`src/sv/msa_pkg.sv`:
```
// shared types and constants for the max score assignment block
package msa_pkg;

  localparam int ROW_BITS = 8;
  localparam int SCORE_W  = 7;
  localparam int PCNT_W   = 4;
  localparam int CMD_W    = 2;

  localparam logic [CMD_W-1:0] CMD_LOAD_STUDENT = 2'd0;
  localparam logic [CMD_W-1:0] CMD_LOAD_MENTOR  = 2'd1;
  localparam logic [CMD_W-1:0] CMD_START        = 2'd2;

  localparam logic REG_PAIR_COUNT     = 1'b0;
  localparam logic REG_QUESTION_COUNT = 1'b1;

  typedef struct packed {
    logic [CMD_W-1:0]    cmd;
    logic [2:0]          row_index;
    logic [ROW_BITS-1:0] answer_bits;
  } in_word_t;

  typedef struct packed {
    logic [SCORE_W-1:0] best_score;
  } out_word_t;

  typedef enum logic [1:0] {
    ST_IDLE,
    ST_ISSUE,
    ST_DRAIN,
    ST_DONE
  } seq_state_t;

  // control from the sequencer to the score unit
  typedef struct packed {
    logic issue;
    logic zero_prev;
    logic clear;
  } su_ctl_t;

endpackage

```
`src/sv/msa_seq.sv`:
```
// subset sequencer with the best-by-subset table
module msa_seq
  import msa_pkg::*;
#(
  parameter int MAX_PAIRS     = 8,
  parameter int MAX_QUESTIONS = 8
) (
  input  logic                      clk,
  input  logic                      rst_n,
  input  logic                      start,
  input  logic [3:0]                pair_cfg,
  input  logic [3:0]                question_cfg,
  input  logic                      out_free,
  input  logic [SCORE_W-1:0]        best_nxt,
  output su_ctl_t                   ctl,
  output logic [ROW_BITS-1:0]       qmask,
  output logic [SCORE_W-1:0]        rd_data,
  output logic [(MAX_PAIRS > 1 ? $clog2(MAX_PAIRS) : 1)-1:0] stu_idx,
  output logic [(MAX_PAIRS > 1 ? $clog2(MAX_PAIRS) : 1)-1:0] men_idx,
  output logic                      idle,
  output logic                      done,
  output logic [SCORE_W-1:0]        result
);

  localparam int PW    = MAX_PAIRS;
  localparam int JW    = MAX_PAIRS > 1 ? $clog2(MAX_PAIRS) : 1;
  localparam int NW    = $clog2(MAX_PAIRS + 1);
  localparam int Q_LIM = MAX_QUESTIONS < ROW_BITS ? MAX_QUESTIONS : ROW_BITS;
  localparam int DEPTH = 1 << MAX_PAIRS;

  seq_state_t          state_r, state_nxt;
  logic [PW-1:0]       set_r, set_nxt;
  logic [JW-1:0]       j_r, j_nxt;
  logic [NW-1:0]       n_r, n_nxt;
  logic [PW-1:0]       full_r, full_nxt;
  logic [ROW_BITS-1:0] qmask_r, qmask_nxt;
  logic [SCORE_W-1:0]  res_r, res_nxt;
  logic [SCORE_W-1:0]  rd_r;
  logic [PW-1:0]       bit_sel;
  logic [PW-1:0]       rd_addr;
  logic [NW-1:0]       ones_cnt;
  logic                last_j;
  logic                tbl_we;

  logic [SCORE_W-1:0] table_mem [DEPTH];

  always_comb begin
    bit_sel = PW'(1) << j_r;
    rd_addr = set_r ^ bit_sel;
    last_j  = (NW'(j_r) + NW'(1)) == n_r;
    ones_cnt = '0;
    for (int i = 0; i < PW; i++) begin
      ones_cnt = ones_cnt + NW'(set_r[i]);
    end
  end

  assign stu_idx = JW'(ones_cnt - NW'(1));
  assign men_idx = j_r;
  assign qmask   = qmask_r;
  assign rd_data = rd_r;
  assign result  = res_r;
  assign idle    = (state_r == ST_IDLE);

  always_ff @(posedge clk) begin
    if (!rst_n) begin
      state_r <= ST_IDLE;
    end else begin
      state_r <= state_nxt;
    end
  end

  always_ff @(posedge clk) begin
    set_r   <= set_nxt;
    j_r     <= j_nxt;
    n_r     <= n_nxt;
    full_r  <= full_nxt;
    qmask_r <= qmask_nxt;
    res_r   <= res_nxt;
  end

  // table port: one read and one write a cycle, read data registered
  always_ff @(posedge clk) begin
    if (tbl_we) begin
      table_mem[set_r] <= best_nxt;
    end
    if (ctl.issue) begin
      rd_r <= table_mem[rd_addr];
    end
  end

  always_comb begin
    state_nxt = state_r;
    set_nxt   = set_r;
    j_nxt     = j_r;
    n_nxt     = n_r;
    full_nxt  = full_r;
    qmask_nxt = qmask_r;
    res_nxt   = res_r;
    tbl_we    = 1'b0;
    done      = 1'b0;
    ctl       = '0;
    unique case (state_r)
      ST_IDLE: begin
        if (start) begin
          if (pair_cfg == '0) begin
            n_nxt = NW'(1);
          end else if (32'(pair_cfg) > MAX_PAIRS) begin
            n_nxt = NW'(MAX_PAIRS);
          end else begin
            n_nxt = NW'(pair_cfg);
          end
          for (int i = 0; i < PW; i++) begin
            full_nxt[i] = i < 32'(n_nxt);
          end
          for (int i = 0; i < ROW_BITS; i++) begin
            if (question_cfg == '0) begin
              qmask_nxt[i] = (i == 0);
            end else begin
              qmask_nxt[i] = (i < 32'(question_cfg)) && (i < Q_LIM);
            end
          end
          set_nxt   = PW'(1);
          j_nxt     = '0;
          state_nxt = ST_ISSUE;
        end
      end
      ST_ISSUE: begin
        ctl.clear     = (j_r == '0);
        ctl.issue     = |(set_r & bit_sel);
        ctl.zero_prev = (rd_addr == '0);
        if (last_j) begin
          state_nxt = ST_DRAIN;
        end else begin
          j_nxt = j_r + JW'(1);
        end
      end
      ST_DRAIN: begin
        tbl_we = 1'b1;
        if (set_r == full_r) begin
          res_nxt   = best_nxt;
          state_nxt = ST_DONE;
        end else begin
          set_nxt   = set_r + PW'(1);
          j_nxt     = '0;
          state_nxt = ST_ISSUE;
        end
      end
      ST_DONE: begin
        if (out_free) begin
          done      = 1'b1;
          state_nxt = ST_IDLE;
        end
      end
      default: begin
        state_nxt = ST_IDLE;
      end
    endcase
  end

  // a drain only follows the last mentor of a subset
  a_drain_after_issue: assert property (@(posedge clk) disable iff (!rst_n)
    state_r == ST_DRAIN |-> $past(state_r) == ST_ISSUE && $past(last_j))
    else $error("drain without finished subset");

  // the table is only read below the subset being built
  a_read_below: assert property (@(posedge clk) disable iff (!rst_n)
    ctl.issue |-> rd_addr < set_r)
    else $error("table read at or above current subset");

  // the walked subset stays inside the used mentors
  a_set_range: assert property (@(posedge clk) disable iff (!rst_n)
    state_r == ST_ISSUE |-> set_r != '0 && (set_r & ~full_r) == '0)
    else $error("subset outside used mentors");

  // a result leaves only once the search reached the full set
  a_done_after_full: assert property (@(posedge clk) disable iff (!rst_n)
    state_r == ST_DONE && $past(state_r) != ST_DONE |-> $past(set_r) == $past(full_r))
    else $error("result before full subset");

endmodule

```
`config.mk`:
```
export PLATFORM = sky130hd
export DESIGN_NAME = msa_seq
export DESIGN_NICKNAME = d
export VERILOG_FILES = /design/src/sv/msa_pkg.sv /design/src/sv/msa_seq.sv
export SDC_FILE = /design/constraint.sdc
export NUM_CORES = 2
export LEC_CHECK = 0
export BUFFER_PORTS_ARGS = -buffer_cell sky130_fd_sc_hd__buf_2
export CORE_MARGIN = 2
export CORE_UTILIZATION = 65
export CTS_BUF_LIST = sky130_fd_sc_hd__clkbuf_8
export CTS_CLUSTER_DIAMETER = 200
export DETAILED_ROUTE_END_ITERATION = 12
export GPL_ROUTABILITY_DRIVEN = 1
export PLACE_DENSITY = 0.79
export SLEW_MARGIN = 10
export SYNTH_ARGS = -nofsm -noshare
export SYNTH_HDL_FRONTEND = slang
export SYNTH_SLANG_ARGS = --single-unit
```
`constraint.sdc`:
```
create_clock -name clk -period 4 [get_ports clk]
set_input_delay 0.4 -clock clk [delete_from_list [all_inputs] [get_ports clk]]
set_output_delay 0.4 -clock clk [all_outputs]
set_load 0.05 [all_outputs]
```
==> summary.md <==
| Metric | Value |
|---|---|
| GR Overflow Total | `0` |
| Rel. slew slack | `between 20% and 30%` |
| Crit path DAT | `around 3.8 ns` |
| Starting density of the core | `65.5%` |
| Cell count after synthesis | `approximately 3600` |
| Largest net degree at the start of global routing | `142` |
| FFs w/ async S/R, synth | `0%` |
| Register area share after synthesis | `76.2%` |
| Crit Path Max Fanout | `2` |
| Buffers & Inverters on Critical Path | `3` |
| Initial antenna violation count | `13` |
| CP max-delay cell | `fa_1` |
| ANT nets after route | `0` |
| CP Data Required Time | `between 3 and 4 ns` |
| Vias in the first global route | `39917` |
| Cell family with most CP delay | `adder cells` |
| Synth-to-layout area growth | `13.0%` |
| Setup crit start kind | `flop` |
| VDD IR max | `between 0.4 and 0.5 mV` |
| Fmax | `approximately 0.24 GHz` |
| Top cell type by total area after synthesis | `edfxtp_1` |
| Post-synth top area share | `about three quarters` |
| Tightest Pin Transition | `approximately 1.2 ns` |
| Max-slew violation count | `0` |
| # DRC | `0` |
| CP max stage delay | `around 0.50 ns` |
| Die X | `around 340 um` |
| Clk buf depth | `4` |
| IO Port Bufs | `between 50 and 60` |
| Nets | `approximately 4100` |
| Synth top cells by count | `1836 x edfxtp_1, 380 x mux4_2, 296 x nor2_1` |
| CTS root buffer | `clkbuf_8` |
| Avg Inst Size Synth | `just over 20 um^2` |
| Post-synth EDFFs | `1836` |
| Routed WL | `195000 um` |
| Crit-path cells | `inv_2 > ha_4 > fa_1 > fa_1 > inv_1 > fa_2 > fa_2 > xor2_1 > buf_4` |
| Violated checks | `setup timing` |
| # placed instances | `5180` |
| Hold crit path type | `primary input to flop` |
| CTS sink cnt | `roughly 1800` |
| # IOs | `52` |
| Clock period minus worst slack | `slightly above 4 ns` |
| Total number of vias | `39971` |
| Top post-synthesis cells by area | `edfxtp_1 76%, mux4_2 12%, mux2i_1 2.6%, nor2_1 1.5%, nand2_1 0.61%` |
| Count of different cell masters after synthesis | `slightly above 70` |
| Count leader, synth | `edfxtp_1` |
| Post-Layout Cell Count | `approximately 5700` |
| Post-DR wirelength/cell | `about 34 um` |
| Post-synthesis instance area | `between 0.07 and 0.08 mm^2` |
| Unrepaired setup endpoints after global routing | `true` |
| DR vias/cell | `6.99` |
| Filler cells | `5987` |
| Status | `complete, but fails checks` |
| Hpwl dp | `121000 um` |
| Crit path kind | `flop to output pin` |
| Post-route setup TNS | `-0.282 ns` |
| Die area | `0.114 mm^2` |
| TritonCTS Buffers | `~300` |
| Hold Path Stages | `1` |
| DRT iter0 DRCs | `approximately 6200` |
| CTS tree | `yes` |
| Fin. Hold Viols | `0` |
| DIE HEIGHT | `around 340 um` |
| Layout cells sized above 1 | `about 27%` |
| MaxCap Viol Count | `0` |
| Worst Reg-to-Reg Cells | `14` |
| First drt pass iteration count | `6` |
| Critical path depth | `9` |
| Pwr dens | `between 500 and 600 mW/mm^2` |
| Top FF cell, synth | `edfxtp_1` |
| Final worst setup slack | `-0.152 ns` |
| Core ar. | `between 0.1 and 0.15 mm^2` |
| Crit end category | `output pin` |
| Clk_lat worst skew | `0.98 ns` |
| Post-route clock period utilization | `104%` |
| Worst hold margin | `~0.014 ns` |
| GRT Overall Usage | `around 35%` |
| Clock skew | `approximately 0.057 ns` |
| Synth Warn # | `0` |
| First-pass GRT wire length | `276000 um` |
| RD Place Congestion | `0.935` |
| Reg clk slew, reported paths | `roughly 0.06 ns` |
| Leak | `~27 nW` |
| Yosys reg bits | `~1800` |
| Final Setup Violations | `2` |
| H-tree depth | `5` |
| Rows | `roughly 120` |
==> power by group <==
group / leakage [nW] / internal (mW) / switching (mW)
clock network: 2.96 / 7.43 / 7.12
logic: 7.28 / 4.62 / 6.45
registers: 16.5 / 21.3 / 0.0602
total: 26.8 / 33.3 / 13.6
==> sequential cells by signal, indices dropped and copies added, names as in the netlist <==
signal and flops:
table_mem 1792, qmask 8, set_r 8, full_r 7, rd_data 7, result 7, n_r 4, men_idx 3
state_r 2
==> final cells by class <==
type	instances	area (um^2)	area share (%)
Multi-Input combinational cell	1494	16100	19.7
Timing Repair Buffer	379	3460	4.23
Clock buffer	301	4140	5.06
Tap cell	1488	1860	2.28
Clock inverter	200	1030	1.26
Sequential cell	1838	55200	67.4
Antenna cell	3	7.51	0.00917
Inverter	19	78.8	0.0963
==> worst reg2reg max path: cells and delay by family (launching register included) <==
kind,cells,cell delay [ns]
buffers and inverters,5,1.08
AO/OA/AOI/OAI,3,0.98
AND/OR/NAND/NOR,4,0.77
adder cells (fa/ha/maj),2,0.57
flip-flops,1,0.42
==> cells in the final DEF, fill, tap and decap left out, types with 7 or more instances in the layout <==
cell type and count:
nor2b_1 12, nor3_1 14, clkinv_1 69, inv_1 99
a31oi_1 15, a221oi_1 27, o21ai_0 32, mux4_1 14
ha_1 10, edfxtp_1 1836, nand4_1 17, bufinv_16 7
dlygate4sd3_1 18, o22ai_1 22, buf_2 41, buf_6 12
mux4_2 380, o221ai_1 20, nand2b_1 13, nand3_1 48
mux2i_1 184, buf_12 47, clkinvlp_4 7, nand2_1 117
xnor2_1 13, nor2_1 295, and2_1 15, clkbuf_8 301
buf_4 258, a211oi_1 14, a22oi_1 54, clkinv_2 23
a21oi_1 56
==> final timing paths <==
path / from / end / slack (ns)
max reg2reg: men_idx[1]$_SDFFCE_PN0P_ / rd_data[5]$_DFFE_PP_ / 0.03
min reg2reg: state_r[0]$_SDFFE_PN0P_ / state_r[0]$_SDFFE_PN0P_ / 0.62
min: best_nxt[4] / table_mem[120][4]$_DFFE_PP_ / 0.01
max: set_r[0]$_SDFFCE_PN1P_ / stu_idx[2] / -0.15
==> cells by family after synthesis <==
logic type               synth area share (%)
AO/OA/AOI/OAI                            2.88
XOR/XNOR                                0.230
adder cells (fa/ha/maj)                 0.456
buffers and inverters                    1.86
flip-flops                               76.2
multiplexers                             15.0
other                                 0.00518
AND/OR/NAND/NOR                          3.38
==> metrics by stage <==
step           total power [mW]  utilization, %  area (um^2)  setup slack, ns
6_report                   46.9            74.0        81800           -0.152
3_5_place_dp               32.3            68.9        76100           -0.213
3_3_place_gp               32.1            68.9        76100           -0.307
2_1_floorplan              28.1               -        72400            0.105
4_1_cts                    46.7            73.9        81700           -0.186
5_1_grt                    48.0            74.0        81800           -0.261
==> metal layers <==
metal  part of all wire, %  vias up  global-route usage [%]
met1                    34    20279                    46.7
li1                      -    15642                       -
met2                    46     3414                    51.6
met3                    14      630                    10.7
met4                   5.8        6                    18.7
met5                 0.025        -                       0
==> repair_timing <==
action                     CTS  global route
buffers inserted            12             9
gates resized for setup     27            17
setup endpoints to repair    7            10
cloned                       1             0
hold endpoints to repair    92             0
pin swaps                    6             6
hold buffers                18             0
Note: power is estimated with default switching activity, not from simulation.
