## src/sv/msa_pkg.sv

```systemverilog
// shared types and constants for the max score assignment block
package msa_pkg;

  localparam int ROW_BITS = 8;
  localparam int SCORE_W  = 7;
  localparam int PCNT_W   = 4;
  localparam int CMD_W    = 2;

  localparam logic [CMD_W-1:0] CMD_LOAD_STUDENT = 2'd0;
  localparam logic [CMD_W-1:0] CMD_LOAD_MENTOR  = 2'd1;
  localparam logic [CMD_W-1:0] CMD_START        = 2'd2;

  localparam logic REG_PAIR_COUNT     = 1'b0;
  localparam logic REG_QUESTION_COUNT = 1'b1;

  typedef struct packed {
    logic [CMD_W-1:0]    cmd;
    logic [2:0]          row_index;
    logic [ROW_BITS-1:0] answer_bits;
  } in_word_t;

  typedef struct packed {
    logic [SCORE_W-1:0] best_score;
  } out_word_t;

  typedef enum logic [1:0] {
    ST_IDLE,
    ST_ISSUE,
    ST_DRAIN,
    ST_DONE
  } seq_state_t;

  // control from the sequencer to the score unit
  typedef struct packed {
    logic issue;
    logic zero_prev;
    logic clear;
  } su_ctl_t;

endpackage

```

## src/sv/msa_score_unit.sv

```systemverilog
// shared score, add and max unit for the subset search
module msa_score_unit
  import msa_pkg::*;
(
  input  logic                clk,
  input  logic                rst_n,
  input  su_ctl_t             ctl,
  input  logic [ROW_BITS-1:0] student_row,
  input  logic [ROW_BITS-1:0] mentor_row,
  input  logic [ROW_BITS-1:0] qmask,
  input  logic [SCORE_W-1:0]  rd_data,
  output logic [SCORE_W-1:0]  best_nxt
);

  logic [PCNT_W-1:0]  score_c;
  logic [PCNT_W-1:0]  score_r;
  logic               vld_r;
  logic               zero_r;
  logic [SCORE_W-1:0] best_r;
  logic [SCORE_W-1:0] prev_val;
  logic [SCORE_W:0]   sum;
  logic [ROW_BITS-1:0] agree;

  // matching answers within the compared questions
  always_comb begin
    agree   = ~(student_row ^ mentor_row) & qmask;
    score_c = '0;
    for (int i = 0; i < ROW_BITS; i++) begin
      score_c = score_c + PCNT_W'(agree[i]);
    end
  end

  always_ff @(posedge clk) begin
    if (!rst_n) begin
      vld_r <= 1'b0;
    end else begin
      vld_r <= ctl.issue;
    end
  end

  always_ff @(posedge clk) begin
    score_r <= score_c;
    zero_r  <= ctl.zero_prev;
    best_r  <= best_nxt;
  end

  always_comb begin
    prev_val = zero_r ? '0 : rd_data;
    sum      = {1'b0, prev_val} + (SCORE_W+1)'(score_r);
    if (ctl.clear) begin
      best_nxt = '0;
    end else if (vld_r && (sum > {1'b0, best_r})) begin
      best_nxt = sum[SCORE_W-1:0];
    end else begin
      best_nxt = best_r;
    end
  end

endmodule

```

## config.mk

```make
export PLATFORM = sky130hd
export DESIGN_NAME = msa_score_unit
export DESIGN_NICKNAME = d
export VERILOG_FILES = /design/src/sv/msa_pkg.sv /design/src/sv/msa_score_unit.sv
export SDC_FILE = /design/constraint.sdc
export NUM_CORES = 1
export LEC_CHECK = 0
export BUFFER_PORTS_ARGS = -buffer_cell sky130_fd_sc_hd__buf_2
export CAP_MARGIN = 30
export CORE_ASPECT_RATIO = 0.75
export CORE_MARGIN = 5
export CORE_UTILIZATION = 40
export DETAILED_ROUTE_END_ITERATION = 12
export PLACE_DENSITY = 0.82
export SLEW_MARGIN = 0
export SYNTH_ARGS = -nofsm -noshare
export SYNTH_HDL_FRONTEND = slang
export SYNTH_SLANG_ARGS = --single-unit
```

## constraint.sdc

```tcl
create_clock -name clk -period 3 [get_ports clk]
set_clock_uncertainty 0.2 [all_clocks]
set_input_delay 0 -clock clk [delete_from_list [all_inputs] [get_ports clk]]
set_output_delay 0 -clock clk [all_outputs]
set_load 0.02 [all_outputs]
```

==> flow_metrics.env, run 1 <==
export IMPL_grt_pass1_vias=1269
export IMPL_crit_path_end="best_nxt[5]"
export IMPL_numPlacedInstances=214
export IMPL_hold_viol_final=0
export IMPL_cts_htree_levels=1
export IMPL_rows=16
export IMPL_setup_viol=12
export IMPL_r2r_slack_ps=-160
export IMPL_max_freq_ghz=0.295
export IMPL_syn_to_final_growth_pct=64.3
export IMPL_overflow=0
export IMPL_power_leakage_nw=0.807
export IMPL_yosysWarnings=0
export IMPL_critPathLaunch="zero_r$_DFF_P_"
export IMPL_netlist_area_leader_share_pct=22.5
export IMPL_ys_ff_latch=13
export IMPL_synth_compound_area_share_pct=21.4
export IMPL_first_iter_violations=32
export IMPL_r2r_start="zero_r$_DFF_P_"
export IMPL_grt_pass1_wl_um=5880
export IMPL_worst_hold_slack_ps=33.1
export IMPL_cts_sinks=13
export IMPL_via_per_inst=5.18
export IMPL_ios=43
export IMPL_synthFlopType="dfxtp_1"
export IMPL_period_share_pct=113
export IMPL_worstSetupPathType="flop to output pin"
export IMPL_max_slew_margin_pct=66.9
export IMPL_drive_gt1_share_pct=53.1
export IMPL_synthMuxAreaShare_pct=0.974
export IMPL_synth_most_common_cell="inv_1"
export IMPL_power_density_mw_per_mm2=524
export IMPL_path_max_fanout=5
export IMPL_port_buffer_count=42
export IMPL_clock_latency_ps=250
export IMPL_reg2regPathDepth=13
export IMPL_synth_top_family_by_area="adder cells"
export IMPL_cts_tree="yes"
export IMPL_drt_first_pass_iters=4
export IMPL_synth_area_leaders="dfxtp_1, ha_1, fa_1"
export IMPL_avgSynthCellArea_um2=9.03
export IMPL_grt_use_total_pct=18.7
export IMPL_antenna_found_initial=0
export IMPL_holdCritStartpoint="rd_data[6]"
export IMPL_ant_nets=0
export IMPL_maxSlewViolCount=0
export IMPL_setup_worst_path_start_class="flop"
export IMPL_numCtsBuffers=3
export IMPL_clock_path_buffers=2
export IMPL_tns_ps=-2800
export IMPL_dieHeight_um=56.6
export IMPL_outcome="finished, violations left"
export IMPL_synth_edf_count=0
export IMPL_end_kind="output pin"
export IMPL_ys_async_sr_fraction_pct=0
export IMPL_synth_area_mm2=0.00116
export IMPL_vias=1182
export IMPL_synth_net_count=183
export IMPL_yosys_area_share_xor_xnor_pct=9.09
export IMPL_syn_inst=128
export IMPL_core_mm2=0.00268
export IMPL_synthAdderAreaFrac_pct=23.8
export IMPL_drc=0
export IMPL_insertedDiodeCount=0
export IMPL_synth_cell_types=34
export IMPL_layoutNonFillerInstCount=228
export IMPL_rsz0062_at_grt="yes"
export IMPL_avgRoutedWirePerCell_um=16.5
export IMPL_grt_max_degree=9
export IMPL_violations="setup timing"
export IMPL_dieWidth_um=72.1
export IMPL_cp_data_arrival_time_ps=3190
export IMPL_r2r_end="best_r[4]$_DFF_P_"
export IMPL_fin_ws_ps=-387
export IMPL_start_util_pct=43.1
export IMPL_worst_pin_slew_ps=495
export IMPL_routabilityCongestion=0.845
export IMPL_finalWirelength_um=3770
export IMPL_finalNetCount=248
export IMPL_required_ps=2800
export IMPL_yosys_area_share_simple_pct=16.7
export IMPL_ys_seq_area_share_pct=22.5
export IMPL_min_path_type="input port to flop"
export IMPL_synthTopCellsByCount="inv_1, ha_1, dfxtp_1"
export IMPL_clk_pin_slew_worst_paths_ps=60
export IMPL_dieArea_mm2=0.00408
export IMPL_synth_area_leader_cell="dfxtp_1"
export IMPL_cts_root_buffer="clkbuf_8"
export IMPL_hpwl_um=2730
export IMPL_fin_crit_ps=3390
export IMPL_drv_cap=0
export IMPL_vdd_drop_max_v=0.000315
[worst max-delay path: stages, from the launching register on]
cell	delay, ps
dfxtp_4	380
and2b_1	240
fa_2	410
a211oi_2	240
o21ai_1	150
a21oi_4	220
ha_4	250
and3_4	160
o2111ai_4	80
a31o_4	260
buf_12	130
nand3_2	80
a21oi_2	180
buf_4	160
[layout by cell type (no fill, tap or decap), types with 2 or more instances in the layout]
cell type,Yosys,routed
and2_1,5,5
inv_1,17,17
dfxtp_1,13,12
nand2_1,5,5
xor2_1,2,2
ha_4,0,6
clkbuf_8,0,3
fa_1,5,4
and2b_1,4,4
o21ai_1,7,5
and3_4,1,2
a21oi_4,0,3
o21ai_2,1,4
dlygate4sd3_1,0,6
xnor2_1,10,9
a21oi_2,3,9
ha_1,14,7
nor2b_1,3,2
nand3_2,0,4
nand3_1,9,4
nor2b_2,1,2
buf_2,0,35
buf_4,0,17
[area by class of cell]
cell class | count | area [µm²]
Tap cell | 36 | 45.0
Sequential cell | 13 | 264
Clock buffer | 4 | 45.0
Multi-Input combinational cell | 98 | 1090
Timing Repair Buffer | 60 | 394
Inverter | 17 | 63.8
Fill cell | 178 | 783
[worst min-delay path by stage]
stage          cells after the start  slack (ps)                 to
5_1_grt                            5          40  best_r[6]$_DFF_P_
4_1_cts                            5          10  best_r[6]$_DFF_P_
3_5_place_dp                       1         -80     zero_r$_DFF_P_
6_report                           5          30  best_r[6]$_DFF_P_
2_1_floorplan                      0        -170     zero_r$_DFF_P_
3_3_place_gp                       1        -100     zero_r$_DFF_P_
[metal layers]
metal  global-route usage, %  share of wire, %  vias up
met5                       0                 0        -
met3                    5.35               5.2       10
met1                    21.0                41      564
met4                    6.17               2.0        0
met2                    33.5                52       33
li1                        -                 -      575
[kinds of logic (layout without fill, tap and decap cells)]
logic type	Yosys count	after routing
XOR/XNOR	12	12
multiplexers	1	1
flip-flops	13	13
AND/OR/NAND/NOR	33	33
adder cells (fa/ha/maj)	19	19
AO/OA/AOI/OAI	33	33
buffers and inverters	17	81
[where the power goes]
part / internal [mW] / total [mW] / switching, mW / leakage [nW]
combinational: 0.305 / 0.603 / 0.298 / 0.678
clock: 0.0943 / 0.167 / 0.0723 / 0.0228
sequential: 0.203 / 0.226 / 0.0234 / 0.107
[flip-flops by register name (all words and copies together), names as in the netlist]
name     count
best_r       7
vld_r        1
score_r      4
zero_r       1
[timing repair]
item | CTS | global route
buffers inserted | 4 | 0
cloned | 0 | 0
gates resized for setup | 21 | 6
endpoints found under the setup margin | 14 | 14
pin swaps | 24 | 7
hold buffers | 6 | 0
endpoints found under the hold margin | 10 | 0
[per-stage QoR]
| step | cell area (µm²) | worst slack [ps] | util [%] | power [mW] |
|---|---|---|---|---|
| final | 1900 | -387 | 70.8 | 0.996 |
| after global routing | 1900 | -507 | 70.8 | 1.06 |
| after CTS | 1860 | -362 | 69.2 | 0.965 |
| after detailed placement | 1610 | -122 | 60.1 | 0.724 |
| after global placement | 1610 | -46.4 | 60.1 | 0.692 |
| after floorplan | 1280 | -57.4 | - | 0.572 |
Power figures use the tool's default switching activity.
==> run 2: changes to the inputs <==
PLACE_DENSITY = 0.79   (was 0.82)
REMOVE_ABC_BUFFERS = 1   (was not set)
clock period = 3.3 ns   (was 3 ns; I/O delays follow)
==> run 2 against run 1 <==
Effect of this change:
- highest routed layer unchanged
- worst hold slack better by 150 ps
- utilization up 1.4 points
- the flow still finishes with violations (setup timing)
- sequential power down 8%
- global-route usage down 0.69 points
- total power down 5.9%
- combinational power decreased by 3%
- via count is 6.3% higher
- flip-flop and latch count did not move
==> flow_metrics.env, run 2 (same netlist as run 1, synthesis figures left out) <==
export IMPL_ios=43
export IMPL_final_common_cell="buf_2"
export IMPL_r2r_start="zero_r$_DFF_P_"
export IMPL_outcome="finished, violations left"
export IMPL_setup_viol=7
export IMPL_power_density_mw_per_mm2=484
export IMPL_r2r_slack_ps=130
export IMPL_period_share_pct=104
export IMPL_power_leakage_nw=0.821
export IMPL_numCtsBuffers=3
export IMPL_finalNetCount=249
export IMPL_vdd_drop_max_v=0.000398
export IMPL_syn_to_final_growth_pct=67.6
export IMPL_drc=0
export IMPL_min_to="best_r[4]$_DFF_P_"
export IMPL_drive_gt1_share_pct=55.4
export IMPL_clock_path_buffers=2
export IMPL_max_freq_ghz=0.290
export IMPL_clock_latency_ps=240
export IMPL_rows=16
export IMPL_vias=1257
export IMPL_setup_worst_path_start_class="flop"
export IMPL_place_area_mm2=0.00143
export IMPL_ant_nets=0
export IMPL_required_ps=3100
export IMPL_fin_crit_ps=3440
export IMPL_hpwl_um=2490
export IMPL_dieArea_mm2=0.00408
export IMPL_reg2regPathDepth=13
export IMPL_p_total_mw=0.937
export IMPL_numPlacedInstances=209
export IMPL_maxSlewViolCount=0
export IMPL_first_iter_violations=104
export IMPL_hold_viol_final=0
export IMPL_layoutNonFillerInstCount=229
export IMPL_largest_reg_flops=7
export IMPL_insertedDiodeCount=0
export IMPL_grt_max_degree=9
export IMPL_via_per_inst=5.49
export IMPL_cp_data_arrival_time_ps=3240
export IMPL_grt_pass1_vias=1236
export IMPL_dieHeight_um=56.6
export IMPL_avgRoutedWirePerCell_um=19.0
export IMPL_overflow=0
export IMPL_cts_tree="yes"
export IMPL_fin_ws_ps=-144
export IMPL_cts_htree_levels=1
export IMPL_start_util_pct=43.1
export IMPL_fin_util_pct=72.2
export IMPL_path_max_fanout=5
export IMPL_drt_first_pass_iters=4
export IMPL_regMostFlops="best_r"
export IMPL_hold_depth=5
export IMPL_port_buffer_count=42
export IMPL_fin_area_mm2=0.00194
export IMPL_cts_sinks=13
export IMPL_dieWidth_um=72.1
export IMPL_core_mm2=0.00268
export IMPL_grt_use_total_pct=18.0
export IMPL_largestRegisters="best_r: 7 flops, score_r: 4 flops"
export IMPL_grt_pass1_wl_um=5740
export IMPL_cts_root_buffer="clkbuf_8"
export IMPL_antenna_found_initial=0
export IMPL_worstSetupPathType="flop to output pin"
export IMPL_worst_hold_slack_ps=187
export IMPL_worst_pin_slew_ps=407
export IMPL_rsz0062_at_grt="yes"
export IMPL_drv_cap=0
export IMPL_max_slew_margin_pct=72.9
export IMPL_r2r_end="best_r[3]$_DFF_P_"
export IMPL_holdCritStartpoint="rd_data[4]"
export IMPL_min_path_type="input port to flop"
export IMPL_routabilityCongestion=0.854
export IMPL_finalWirelength_um=4350
export IMPL_final_cell_mix="buf_2, inv_1, buf_4"
export IMPL_post_place_ws_ps=-113
export IMPL_violations="setup timing"
export IMPL_clk_pin_slew_worst_paths_ps=60
export IMPL_tns_ps=-786
export IMPL_end_kind="output pin"
==> run 2: worst max-delay path by stage <==
stage / to / slack [ps] / from
final: best_nxt[5] / -140 / zero_r$_DFF_P_
after global routing: best_nxt[4] / -220 / zero_r$_DFF_P_
after CTS: best_nxt[2] / -100 / zero_r$_DFF_P_
after detailed placement: best_nxt[2] / -110 / zero_r$_DFF_P_
after global placement: best_nxt[2] / 50 / zero_r$_DFF_P_
after floorplan: best_r[2]$_DFF_P_ / -260 / zero_r$_DFF_P_
==> run 2: what timing repair did <==
item,CTS,global route
pin swaps,18,22
gates resized for setup,31,29
setup endpoints to repair,8,10
cloned,0,0
hold endpoints to repair,10,0
setup buffers,4,6
hold buffers,6,0
==> run 2: routing by layer <==
metal / track usage (%) / vias to the layer above / wire length (µm)
met5: 0 / - / 0
met4: 5.63 / 0 / 111
met3: 2.85 / 12 / 336
met2: 30.9 / 65 / 2290
met1: 22.9 / 602 / 1610
li1: - / 578 / -
==> run 2: area by class of cell <==
| cell class | instances | area [µm²] |
|---|---|---|
| multi-input cells | 98 | 1120 |
| fillers | 187 | 744 |
| repair buffers | 61 | 400 |
| flip-flops and latches | 13 | 264 |
| inverters | 17 | 63.8 |
| well taps | 36 | 45.0 |
| clock buffers | 3 | 41.3 |
| clock inverters | 1 | 5.00 |
==> run 2: power by group <==
part	total [mW]	internal [mW]	leakage, nW	switching [mW]
logic	0.584	0.280	0.689	0.304
registers	0.209	0.185	0.107	0.0240
clock network	0.144	0.0834	0.0255	0.0611
==> run 2: critical path, cell delays in order (launching register included) <==
cell,delay (ps)
dfxtp_4,370
and2b_2,260
fa_2,410
a21o_2,240
a21oi_4,150
xnor2_2,120
ha_4,310
and3_4,210
o2111ai_4,160
a31oi_4,200
buf_4,160
o21ai_2,60
a21oi_2,190
buf_4,170
